`config.mk`:
```
export PLATFORM = sky130hd
export DESIGN_NAME = fpst_ctrl
export DESIGN_NICKNAME = d
export VERILOG_FILES = /design/src/hw/rtl/fpst_pkg.sv /design/src/hw/rtl/fpst_ctrl.sv
export SDC_FILE = /design/constraint.sdc
export NUM_CORES = 1
export LEC_CHECK = 0
export BUFFER_PORTS_ARGS = -buffer_cell sky130_fd_sc_hd__buf_4
export CAP_MARGIN = 15
export CORE_MARGIN = 2
export CORE_UTILIZATION = 40
export CTS_CLUSTER_DIAMETER = 40
export DETAILED_ROUTE_END_ITERATION = 16
export PLACE_DENSITY = 0.68
export SYNTH_ARGS = -nofsm -noshare
export SYNTH_HDL_FRONTEND = slang
export SYNTH_SLANG_ARGS = --single-unit
```
`constraint.sdc`:
```
create_clock -name i_clk -period 4 [get_ports i_clk]
set_input_delay 0.4 -clock i_clk [delete_from_list [all_inputs] [get_ports i_clk]]
set_output_delay 0.4 -clock i_clk [all_outputs]
set_load 0.005 [all_outputs]
```
`src/hw/rtl/fpst_pkg.sv`:
```
// Shared types, codes and constants for the prefix-sum table.
package fpst_pkg;

    // Fixed field widths of one transaction.
    localparam int VALUE_WIDTH   = 32;
    localparam int IDX_W         = 11;
    localparam int DEPTH_DEFAULT = 1024;

    localparam logic [IDX_W-1:0] SIZE_RESET = 11'd1024;

    // Action codes carried in the action field.
    localparam logic [2:0] ACT_ADD   = 3'd0;
    localparam logic [2:0] ACT_SET   = 3'd1;
    localparam logic [2:0] ACT_SUM   = 3'd2;
    localparam logic [2:0] ACT_LOWER = 3'd3;
    localparam logic [2:0] ACT_UPPER = 3'd4;
    localparam logic [2:0] ACT_CLEAR = 3'd5;

    typedef struct packed {
        logic [2:0]             action;
        logic [IDX_W-1:0]       index_lo;
        logic [IDX_W-1:0]       index_hi;
        logic [VALUE_WIDTH-1:0] value;
    } t_in_item;

    typedef struct packed {
        logic [VALUE_WIDTH-1:0] sum_value;
        logic [IDX_W-1:0]       found_index;
        logic                   status;
    } t_out_item;

    typedef enum logic [3:0] {
        S_INIT_CLR,
        S_IDLE,
        S_DISPATCH,
        S_W1_RD,
        S_W1_ACC,
        S_W2_RD,
        S_W2_ACC,
        S_URD,
        S_UWR,
        S_SRD,
        S_SCMP,
        S_CLR,
        S_DONE
    } t_state;

    // Commands from the controller to the datapath.
    typedef struct packed {
        logic latch;
        logic walk1_init;
        logic walk2_init;
        logic walk_rd;
        logic walk_acc;
        logic upd_init;
        logic upd_rd;
        logic upd_wr;
        logic srch_init;
        logic srch_rd;
        logic srch_cmp;
        logic srch_skip;
        logic clr_init;
        logic clr_wr;
        logic done;
    } t_cmd;

    // Status from the datapath to the controller.
    typedef struct packed {
        logic [2:0] action;
        logic       err;
        logic       k_zero;
        logic       upd_end;
        logic       w_zero;
        logic       in_range;
        logic       clr_last;
    } t_stat;

endpackage

```
`src/hw/rtl/fpst_ctrl.sv`:
```
// Controller state machine that sequences the table walks of each transaction.
module fpst_ctrl import fpst_pkg::*; (
    input  logic  i_clk,
    input  logic  i_rst_n,
    input  logic  i_start,
    input  t_stat i_stat,
    output t_cmd  o_cmd,
    output logic  o_busy
);

    t_state r_state;
    t_state n_state;

    always_ff @(posedge i_clk) begin
        if (!i_rst_n) begin
            r_state <= S_INIT_CLR;
        end else begin
            r_state <= n_state;
        end
    end

    // Next state.
    always_comb begin
        n_state = r_state;
        case (r_state)
            S_INIT_CLR: if (i_stat.clr_last) n_state = S_IDLE;
            S_IDLE:     if (i_start) n_state = S_DISPATCH;
            S_DISPATCH: begin
                if (i_stat.err) begin
                    n_state = S_DONE;
                end else begin
                    case (i_stat.action)
                        ACT_ADD:                               n_state = S_URD;
                        ACT_SET, ACT_SUM, ACT_LOWER, ACT_UPPER: n_state = S_W1_RD;
                        ACT_CLEAR:                             n_state = S_CLR;
                        default:                               n_state = S_DONE;
                    endcase
                end
            end
            S_W1_RD: begin
                if (!i_stat.k_zero) begin
                    n_state = S_W1_ACC;
                end else if (i_stat.action == ACT_SET || i_stat.action == ACT_SUM) begin
                    n_state = S_W2_RD;
                end else begin
                    n_state = S_SRD;
                end
            end
            S_W1_ACC: n_state = S_W1_RD;
            S_W2_RD: begin
                if (!i_stat.k_zero) begin
                    n_state = S_W2_ACC;
                end else if (i_stat.action == ACT_SET) begin
                    n_state = S_URD;
                end else begin
                    n_state = S_DONE;
                end
            end
            S_W2_ACC: n_state = S_W2_RD;
            S_URD:    n_state = i_stat.upd_end ? S_DONE : S_UWR;
            S_UWR:    n_state = S_URD;
            S_SRD: begin
                if (i_stat.w_zero) begin
                    n_state = S_DONE;
                end else if (i_stat.in_range) begin
                    n_state = S_SCMP;
                end
            end
            S_SCMP:   n_state = S_SRD;
            S_CLR:    if (i_stat.clr_last) n_state = S_DONE;
            S_DONE:   n_state = S_IDLE;
            default:  n_state = S_IDLE;
        endcase
    end

    // Command outputs.
    always_comb begin
        o_cmd = '0;
        case (r_state)
            S_INIT_CLR: o_cmd.clr_wr = 1'b1;
            S_IDLE:     o_cmd.latch = i_start;
            S_DISPATCH: begin
                if (!i_stat.err) begin
                    case (i_stat.action)
                        ACT_ADD:                                o_cmd.upd_init = 1'b1;
                        ACT_SET, ACT_SUM, ACT_LOWER, ACT_UPPER: o_cmd.walk1_init = 1'b1;
                        ACT_CLEAR:                              o_cmd.clr_init = 1'b1;
                        default:                                o_cmd.done = 1'b0;
                    endcase
                end
            end
            S_W1_RD: begin
                if (!i_stat.k_zero) begin
                    o_cmd.walk_rd = 1'b1;
                end else if (i_stat.action == ACT_SET || i_stat.action == ACT_SUM) begin
                    o_cmd.walk2_init = 1'b1;
                end else begin
                    o_cmd.srch_init = 1'b1;
                end
            end
            S_W2_RD: begin
                if (!i_stat.k_zero) begin
                    o_cmd.walk_rd = 1'b1;
                end else if (i_stat.action == ACT_SET) begin
                    o_cmd.upd_init = 1'b1;
                end
            end
            S_W1_ACC, S_W2_ACC: o_cmd.walk_acc = 1'b1;
            S_URD:    o_cmd.upd_rd = !i_stat.upd_end;
            S_UWR:    o_cmd.upd_wr = 1'b1;
            S_SRD: begin
                if (!i_stat.w_zero) begin
                    o_cmd.srch_rd   = i_stat.in_range;
                    o_cmd.srch_skip = !i_stat.in_range;
                end
            end
            S_SCMP:   o_cmd.srch_cmp = 1'b1;
            S_CLR:    o_cmd.clr_wr = 1'b1;
            S_DONE:   o_cmd.done = 1'b1;
            default:  o_cmd = '0;
        endcase
    end

    assign o_busy = (r_state != S_IDLE);

endmodule

```
Word level (Yosys, flattened, before mapping) --
Cells that the tools add are included.
Word-level totals: bits in registers 4, latch bits 0, memories 0, logic and storage cells 76, input port bits 12, RAM bits 0, output and inout bits 16, bits in read-only memories 0
Operators by class: multipliers 0, add/subtract/negate cells 0, reduce and logical (&&, ||, !) cells 10, div/mod/pow operators 0, shift operators 0, muxes and demuxes 43, bitwise logic cells 0, equality and inequality tests 22, order comparisons 0
Operators with widths (count):
- case mux 4 bit (12 select lines) | 1
- 2-to-1 mux 4 bit | 10
- 2-to-1 mux 1 bit | 29
- equality test 4 bit (second input constant) | 5
- equality test 4 x 3 -> 1 bit (second input constant) | 4
- case mux 4 bit (3 select lines) | 1
- equality test 4 x 2 -> 1 bit (second input constant) | 2
- equality test 3 x 2 -> 1 bit (second input constant) | 2
- equality test 3 bit (second input constant) | 2
- inequality test 2 bit (second input constant) | 3
- OR reduction 2 bit | 3
- equality test 4 x 1 -> 1 bit (second input constant) | 1
- zero test 4 bit | 1
- inequality test 4 x 1 -> 1 bit (second input constant) | 1
- AND reduction 4 bit | 1
- OR reduction 4 bit | 1
- equality test 3 x 1 -> 1 bit (second input constant) | 1
- zero test 3 bit | 1
- 2-to-1 mux 3 bit | 1
- inequality test 3 bit (second input constant) | 1
- zero test 1 bit | 2
- case mux 1 bit (2 select lines) | 1
- logical OR 1 bit | 1

Depth between registers and ports, before layout --
Gate-level depths: netlist (run 1).
word-level depth 5, gate-level depth with buffers 6, depth with buffers taken out 4

Worst setup path before layout (run 1) --
Ideal clock, no wire load.
path type register -> output, from register r_state[1], to output port o_cmd[9] in the netlist's numbering, stages on the path, launching flop included 6, setup slack 2.371 ns, path buffers 1, data required time 3.600 ns, data arrival time 1.229 ns, cells stage by stage dfxtp_1 > buf_2 > nor3b_2 > nand2_1 > o32a_2 > nor3_1
RTL lines:
- start, declared | line fpst_ctrl.sv:11 | t_state r_state;
- start signal, assigned | line fpst_ctrl.sv:18 | r_state <= n_state;
- end, declared | line fpst_ctrl.sv:7 | output t_cmd o_cmd,

==> impl_metrics.json, run 1 <==
{
  "status": "complete, no violations",
  "max_freq_mhz": 419,
  "clock_slew_seen_by_the_registers_of_the_worst_setup_and_hold_paths_ns": 0.04,
  "grt_first_pass_wirelength_um": 3160,
  "min_delay_path_depth": 2,
  "io-pin-count": 28,
  "worstPathMaxFanout": 21,
  "synth.most_common_cell": "sky130_fd_sc_hd__nor2_1",
  "ys_seq_elements": 4,
  "die-area_sq_mm": 0.00212,
  "number_of_synthesized_flops_with_an_enable_pin": 0,
  "mappedNetlistNets": 113,
  "grt_setup_unrepaired": "no",
  "timing.reg2reg.worst_path_depth": 3,
  "buffering_stage_count_on_the_worst_path_with_inverters_included": 1,
  "place.port_buffers": 27,
  "clockBufferDepth": 2,
  "cell_chain_of_the_critical_path": "nor3b_2 -> nand2_1 -> o32a_2 -> nor3_1 -> buf_4",
  "routed_wl_um": 1930,
  "worstPathRequired_ns": 3.60,
  "max_slew.worst_pin.slew_ns": 0.757,
  "worstHoldStart": "i_stat[0]",
  "power_per_cell_area_mw_per_mm2": 208,
  "async_flop_share_pct": 0,
  "antenna_found_initial": 0,
  "die_height_um": 46,
  "place.gp.congestion": 0.834,
  "largest_registers_ranked_by_flip_flop_count": "r_state (4)",
  "max_stage_delay_ns": 0.73,
  "grt_start_max_net_pins": 23,
  "insertedDiodeCount": 0,
  "row_count": 15,
  "p_leak_nw": 0.352,
  "tns_ns": 0,
  "dr_total_vias": 806,
  "drcViolationCount": 0,
  "synth_cell_count_leaders": "14 x sky130_fd_sc_hd__nor2_1, 13 x sky130_fd_sc_hd__nand2_1, 8 x sky130_fd_sc_hd__nor3_1",
  "worst_hold_path_type": "primary input to flop",
  "global_route.overflow_total": 0,
  "post-route-min-period_ns": 2.39,
  "timing.critical_path.max_delay_family": "flip-flops",
  "timing_worst_setup_path_type": "flop to primary output",
  "hpwlAfterDp_um": 1420,
  "worst_setup_path_startpoint": "r_state[1]",
  "yosys.area.top_type": "sky130_fd_sc_hd__dfxtp_1",
  "cts_hold_buf": 0,
  "final_setup_violation_count": 0,
  "routed_via_density": 5.88,
  "avgSynthCellArea_sq_um": 6.99,
  "cp.depth": 5,
  "gr-usage-all-layers_pct": 19.5,
  "post-route-period-util_pct": 59.7,
  "slowest_stage": "sky130_fd_sc_hd__dfxtp_1",
  "largest_cells_by_area_after_synthesis": "sky130_fd_sc_hd__dfxtp_1 11%, sky130_fd_sc_hd__nor2_1 7.4%, sky130_fd_sc_hd__nand2_1 6.9%",
  "syn_to_final_growth_pct": 24.3,
  "share_of_cells_above_drive_strength_1_pct": 34.2,
  "worst_setup_path_start_kind": "flop",
  "post_cts_resize_count": 0,
  "fin_worst_skew_ns": 0.00171,
  "reg2reg_from": "r_state[0]",
  "clock_latency_ns": 0.23,
  "post_synth_num_cell_types": 45,
  "slew_violations": 0,
  "htree_levels": 1,
  "post-synth-top-area-fraction_pct": 11.3,
  "drt_iter0_drc": 17,
  "dieWidth_um": 46,
  "slew_headroom_pct": 49.5,
  "final_antenna_net_count": 0,
  "hold_viol_final": 0,
  "drt_pre_antenna_iters": 4,
  "synth_seq_area_share_pct": 11.3,
  "cp-end-kind": "primary output",
  "cts_buffers": 3,
  "drt-wirelength-per-cell_um": 14.1,
  "max_cap_violations": 0,
  "design.core.area_sq_mm": 0.00169,
  "syn-instance-count": 101,
  "post-layout-total-power_uw": 182,
  "regMostFlops": "r_state",
  "synthFlopType": "sky130_fd_sc_hd__dfxtp_1",
  "worst_ep_arrival_time_ns": 1.99,
  "start_util_pct": 41.8,
  "clock_tree_from_tritoncts": "built",
  "post_cts_buffers": 0,
  "vdd_drop_max_uv": 115,
  "cts_root_buffer": "sky130_fd_sc_hd__clkbuf_4",
  "netlist_area_sq_um": 706,
  "final_nets": 134,
  "largest_register_ff_count": 4,
  "number_of_global_route_vias_before_repair": 704,
  "ys_warn_count": 0,
  "clock_sink_count": 4
}
-- where the power goes --
part           total (mW)  switching (mW)  internal, mW
registers          0.0570          0.0143        0.0427
logic              0.0771          0.0372        0.0399
clock network      0.0479          0.0145        0.0334
total               0.182          0.0660         0.116
-- path summary, 6_finish.rpt --
check                             endpoint  slack [ns]
worst min-delay path            r_state[0]        0.46
worst max-delay path              o_cmd[9]        1.61
worst min register to register  r_state[1]        0.87
worst max register to register  r_state[3]        2.22
-- cells in the final DEF (no fill, tap or decap), types with 3 or more instances in the layout --
| cell type | instances |
|---|---|
| sky130_fd_sc_hd__buf_4 | 27 |
| sky130_fd_sc_hd__dfxtp_1 | 4 |
| sky130_fd_sc_hd__nor3_1 | 8 |
| sky130_fd_sc_hd__nor2_1 | 14 |
| sky130_fd_sc_hd__nand2_1 | 13 |
| sky130_fd_sc_hd__nand3_1 | 3 |
| sky130_fd_sc_hd__clkbuf_4 | 3 |
| sky130_fd_sc_hd__nand2b_1 | 3 |
-- area by class of cell --
cell class	instances	area, sq um
Tap cell	17	21.3
Timing Repair Buffer	27	203
Multi-Input combinational cell	83	539
Clock buffer	3	22.5
Fill cell	174	812
Sequential cell	4	80.1
Inverter	3	11.3
-- metal layers --
layer | up-vias | routed length [um] | global-route usage (%)
li1 | 415 | - | -
met1 | 360 | 925 | 27.9
met2 | 29 | 892 | 32.2
met3 | 2 | 96 | 2.38
met4 | 0 | 17 | 1.71
met5 | - | 0 | 0
-- through the flow --
step / cells / hold WS [ns] / cell area, sq um / util (%) / setup WS, ns
2_1_floorplan: 101 / 0.534 / 706 / - / 2.37
3_3_place_gp: 134 / 0.689 / 855 / 50.6 / 1.92
3_5_place_dp: 134 / 0.690 / 855 / 50.6 / 1.90
4_1_cts: 137 / 0.448 / 877 / 51.9 / 1.63
5_1_grt: 137 / 0.453 / 877 / 51.9 / 1.42
6_report: 137 / 0.460 / 877 / 51.9 / 1.61
-- cells by family (layout without fill, tap and decap cells) --
family / after synthesis / in the layout / share of synthesized area, %
compound gates: 22 / 22 / 26.8
xor+xnor: 4 / 4 / 6.03
buf+inv: 14 / 33 / 12.2
flops: 4 / 4 / 11.3
mux: 2 / 2 / 3.01
simple gates: 55 / 55 / 40.6
No activity file was read; power rests on OpenSTA's default activity.
==> inputs of run 2 (changes only) <==
Clock period 4 ns to 2.35 ns, I/O delays scaled along.
==> impl_metrics.json, run 2 (synthesis gave the netlist of run 1 again) <==
{
  "status": "complete, no violations",
  "drt_iter0_drc": 8,
  "post_cts_resize_count": 0,
  "timing.critical_path.max_delay_family": "simple AND/OR/NAND/NOR gates",
  "hpwlAfterDp_um": 1420,
  "clock_sink_count": 4,
  "vdd_drop_max_uv": 281,
  "die_height_um": 46,
  "place.gp.congestion": 0.830,
  "final_critical_path_setup_slack_ns": 0.364,
  "finish.instance_area_sq_um": 892,
  "slew_violations": 0,
  "mostFrequentLayoutCell": "sky130_fd_sc_hd__buf_4",
  "preCtsSetupSlack_ns": 0.623,
  "grt_util_met1_pct": 26.4,
  "number_of_global_route_vias_before_repair": 712,
  "row_count": 15,
  "cts_hold_buf": 0,
  "io-pin-count": 28,
  "post-layout-total-power_uw": 316,
  "power_per_cell_area_mw_per_mm2": 354,
  "share_of_cells_above_drive_strength_1_pct": 35.2,
  "mostFrequentLayoutCells": "29 x sky130_fd_sc_hd__buf_4, 14 x sky130_fd_sc_hd__nor2_1, 13 x sky130_fd_sc_hd__nand2_1, 8 x sky130_fd_sc_hd__nor3_1, 4 x sky130_fd_sc_hd__dfxtp_1",
  "slew_headroom_pct": 57.9,
  "cell_chain_of_the_critical_path": "nor3b_2 -> nand2_1 -> o32a_2 -> nor3_1 -> buf_4",
  "clock_latency_ns": 0.23,
  "max_freq_mhz": 504,
  "post-route-period-util_pct": 84.5,
  "dr_total_vias": 810,
  "finalNonFillerCells": 139,
  "start_util_pct": 41.8,
  "cts_buffers": 3,
  "syn_to_final_growth_pct": 26.4,
  "die-area_sq_mm": 0.00212,
  "fin_worst_skew_ns": 0.000884,
  "final_antenna_net_count": 0,
  "routed_wl_um": 1890,
  "placedInstanceArea_sq_um": 870,
  "p_leak_nw": 0.362,
  "buffering_stage_count_on_the_worst_path_with_inverters_included": 1,
  "r2r_slack_ns": 0.63,
  "grt_setup_unrepaired": "no",
  "slowest_stage": "sky130_fd_sc_hd__dfxtp_1",
  "clock_slew_seen_by_the_registers_of_the_worst_setup_and_hold_paths_ns": 0.04,
  "final_nets": 136,
  "hold_viol_final": 0,
  "placedCellCount": 136,
  "worst_ep_arrival_time_ns": 1.75,
  "timing_worst_setup_path_type": "flop to primary output",
  "worst_setup_path_start_kind": "flop",
  "routed_via_density": 5.83,
  "grt_first_pass_wirelength_um": 3150,
  "worstPathMaxFanout": 15,
  "max_slew.worst_pin.slew_ns": 0.631,
  "max_cap_violations": 0,
  "insertedDiodeCount": 0,
  "antenna_found_initial": 0,
  "htree_levels": 1,
  "post-route-min-period_ns": 1.99,
  "regMostFlops": "r_state",
  "clockBufferDepth": 2,
  "design.core.area_sq_mm": 0.00169,
  "drt-wirelength-per-cell_um": 13.6,
  "gr-usage-all-layers_pct": 19.6,
  "clock_tree_from_tritoncts": "built",
  "grt_most_used_layer": "met2",
  "largest_registers_ranked_by_flip_flop_count": "r_state (4)",
  "tns_ns": 0,
  "global_route.overflow_total": 0,
  "cts_root_buffer": "sky130_fd_sc_hd__clkbuf_4",
  "global_route.usage.met2_pct": 32.8,
  "worst_hold_path_type": "primary input to flop",
  "drcViolationCount": 0,
  "final_setup_violation_count": 0,
  "largest_register_ff_count": 4,
  "max_stage_delay_ns": 0.50,
  "worstPathRequired_ns": 2.12,
  "cp-end-kind": "primary output",
  "drt_pre_antenna_iters": 6,
  "dieWidth_um": 46,
  "post_cts_buffers": 0,
  "grt_start_max_net_pins": 16,
  "place.port_buffers": 27,
  "gr_layer_usage_met3_pct": 4.76
}
run 2: changes by cell type in the layout (fill, tap and decap cells not counted):
cell	change
sky130_fd_sc_hd__buf_4	+2
run 2: final timing paths:
path / startpoint / end / cells past startpoint
max reg2reg: r_state[2] / r_state[3] / 4
min: i_rst_n / r_state[3] / 2
max: r_state[2] / o_cmd[9] / 5
min reg2reg: r_state[1] / r_state[1] / 3
run 2: report_power, final:
part	switching [mW]	internal [mW]	leakage [nW]
logic	0.0712	0.0716	0.316
clock network	0.0273	0.0571	0.0138
registers	0.0158	0.0727	0.0326
run 2: metal layers:
metal  wire length (um)  vias to the layer above
met3                117                        0
met5                  0                        -
met4                  0                        0
li1                   -                      417
met1                892                      364
met2                884                       29
run 2: through the flow:
step / util (%) / hold slack [ns]
3_5_place_dp: 51.5 / 0.516
5_1_grt: 52.8 / 0.289
3_3_place_gp: 51.5 / 0.528
4_1_cts: 52.8 / 0.274
2_1_floorplan: - / 0.369
6_report: 52.8 / 0.280
run 2: final cells by class:
cell class / instances / area (sq um)
Fill cell: 186 / 797
Multi-Input combinational cell: 83 / 539
Timing Repair Buffer: 29 / 218
Sequential cell: 4 / 80.1
Clock buffer: 3 / 22.5
Tap cell: 17 / 21.3
Inverter: 3 / 11.3
==> inputs of run 3 (changes only) <==
Settings changed: PLACE_DENSITY 0.68 to 0.71.
Clock period 2.35 ns to 1.7 ns, I/O delays scaled along.
==> impl_metrics.json, run 3 (synthesis gave the netlist of run 1 again) <==
{
  "die-area_sq_mm": 0.00212,
  "start_util_pct": 41.8,
  "preCtsSetupSlack_ns": 0.116,
  "mostFrequentLayoutCells": "34 x sky130_fd_sc_hd__buf_4, 13 x sky130_fd_sc_hd__nor2_1, 12 x sky130_fd_sc_hd__nand2_1, 7 x sky130_fd_sc_hd__nor3_1",
  "vdd_drop_max_uv": 218,
  "area_of_the_multi_input_gates_sq_um": 556,
  "cts_buffers": 3,
  "worstPathMaxFanout": 3,
  "io-pin-count": 28,
  "routed_wl_um": 2020,
  "layout_fillers": 172,
  "largest_register_ff_count": 4,
  "regArea_sq_um": 87.6,
  "placedCellCount": 140,
  "post-route-min-period_ns": 1.62,
  "design.core.area_sq_mm": 0.00169,
  "max_slew.worst_pin.slew_ns": 0.390,
  "place.port_buffers": 27,
  "final_setup_violation_count": 0,
  "drcViolationCount": 0,
  "power_per_cell_area_mw_per_mm2": 481,
  "regMostFlops": "r_state",
  "die_height_um": 46,
  "slew_headroom_pct": 73.7,
  "worstPathRequired_ns": 1.53,
  "hold_viol_final": 0,
  "final_antenna_net_count": 0,
  "status": "complete, no violations",
  "tns_ns": 0,
  "cts_root_buffer": "sky130_fd_sc_hd__clkbuf_4",
  "row_count": 15,
  "worst_hold_path_type": "primary input to flop",
  "clock_tree_from_tritoncts": "built",
  "grt_first_pass_wirelength_um": 3310,
  "place.gp.congestion": 0.841,
  "clock_latency_ns": 0.24,
  "largest_registers_ranked_by_flip_flop_count": "r_state (4)",
  "final_nets": 141,
  "global_route.overflow_total": 0,
  "final_util_pct": 56.4,
  "max_cap_violations": 0,
  "dr_total_vias": 870,
  "drt_pre_antenna_iters": 4,
  "clock_sink_count": 4,
  "insertedDiodeCount": 0,
  "finalNonFillerCells": 144,
  "cp-end-kind": "primary output",
  "worst_ep_arrival_time_ns": 1.45,
  "number_of_global_route_vias_before_repair": 762,
  "drt-wirelength-per-cell_um": 14.0,
  "mostFrequentLayoutCell": "sky130_fd_sc_hd__buf_4",
  "grt_start_max_net_pins": 20,
  "slew_violations": 0,
  "hpwlAfterDp_um": 1570,
  "max_freq_mhz": 619,
  "final_critical_path_setup_slack_ns": 0.0836,
  "htree_levels": 1,
  "syn_to_final_growth_pct": 35.1,
  "clock_slew_seen_by_the_registers_of_the_worst_setup_and_hold_paths_ns": 0.04,
  "grt_setup_unrepaired": "no",
  "dieWidth_um": 46,
  "gr-usage-all-layers_pct": 21.4,
  "routed_via_density": 6.04,
  "drt_iter0_drc": 9,
  "post-route-period-util_pct": 95.1,
  "share_of_cells_above_drive_strength_1_pct": 41.7,
  "timing_worst_setup_path_type": "flop to primary output",
  "fin_worst_skew_ns": 0.00417,
  "clockBufferDepth": 2,
  "antenna_found_initial": 0,
  "p_leak_nw": 0.387,
  "worst_setup_path_start_kind": "flop"
}
## run 3: what timing repair did
action	CTS	global route
buffers inserted	1	0
hold buffers	0	0
setup endpoints to repair	6	2
pin swaps	1	0
gates resized for setup	3	5
## run 3: final timing paths
check	slack [ns]	end	start	depth (start not counted)
worst max-delay path	0.08	o_cmd[9]	r_state[1]	4
worst min-delay path	0.20	r_state[3]	i_rst_n	2
worst max register to register	0.30	r_state[0]	r_state[1]	5
worst min register to register	0.68	r_state[1]	r_state[2]	3
## run 3: cell type report
type / count / share of cell area (%)
Multi-Input combinational cell: 83 / 58.3
Timing Repair Buffer: 34 / 26.8
Sequential cell: 4 / 9.19
Clock buffer: 3 / 2.36
Tap cell: 17 / 2.23
Inverter: 3 / 1.18
## run 3: report_power, final
group	internal (mW)	switching (mW)	total (mW)
sequential	0.0984	0.00855	0.107
combinational	0.110	0.118	0.227
clock	0.0794	0.0452	0.125
total	0.288	0.171	0.459
## run 3: routing by layer
| metal | part of all wire (%) | vias up | track usage [%] |
|---|---|---|---|
| met5 | 0 | - | 0 |
| met4 | 2.3 | 0 | 11.4 |
| met3 | 6.1 | 6 | 1.19 |
| met2 | 48 | 31 | 35.8 |
| met1 | 44 | 405 | 27.2 |
| li1 | - | 428 | - |
## run 3: worst max-delay path, cell delays in order, from the launching register on
cell	delay, ns
sky130_fd_sc_hd__dfxtp_1	0.32
sky130_fd_sc_hd__nand2b_1	0.21
sky130_fd_sc_hd__o32a_2	0.41
sky130_fd_sc_hd__nor3_1	0.13
sky130_fd_sc_hd__buf_4	0.13
## run 3: through the flow
stage | area, sq um | total power [mW] | hold slack, ns
finish | 953 | 0.459 | 0.204
global route | 953 | 0.490 | 0.213
CTS | 938 | 0.460 | 0.205
detailed placement | 900 | 0.331 | 0.458
global placement | 900 | 0.330 | 0.460
floorplan | 706 | 0.259 | 0.304
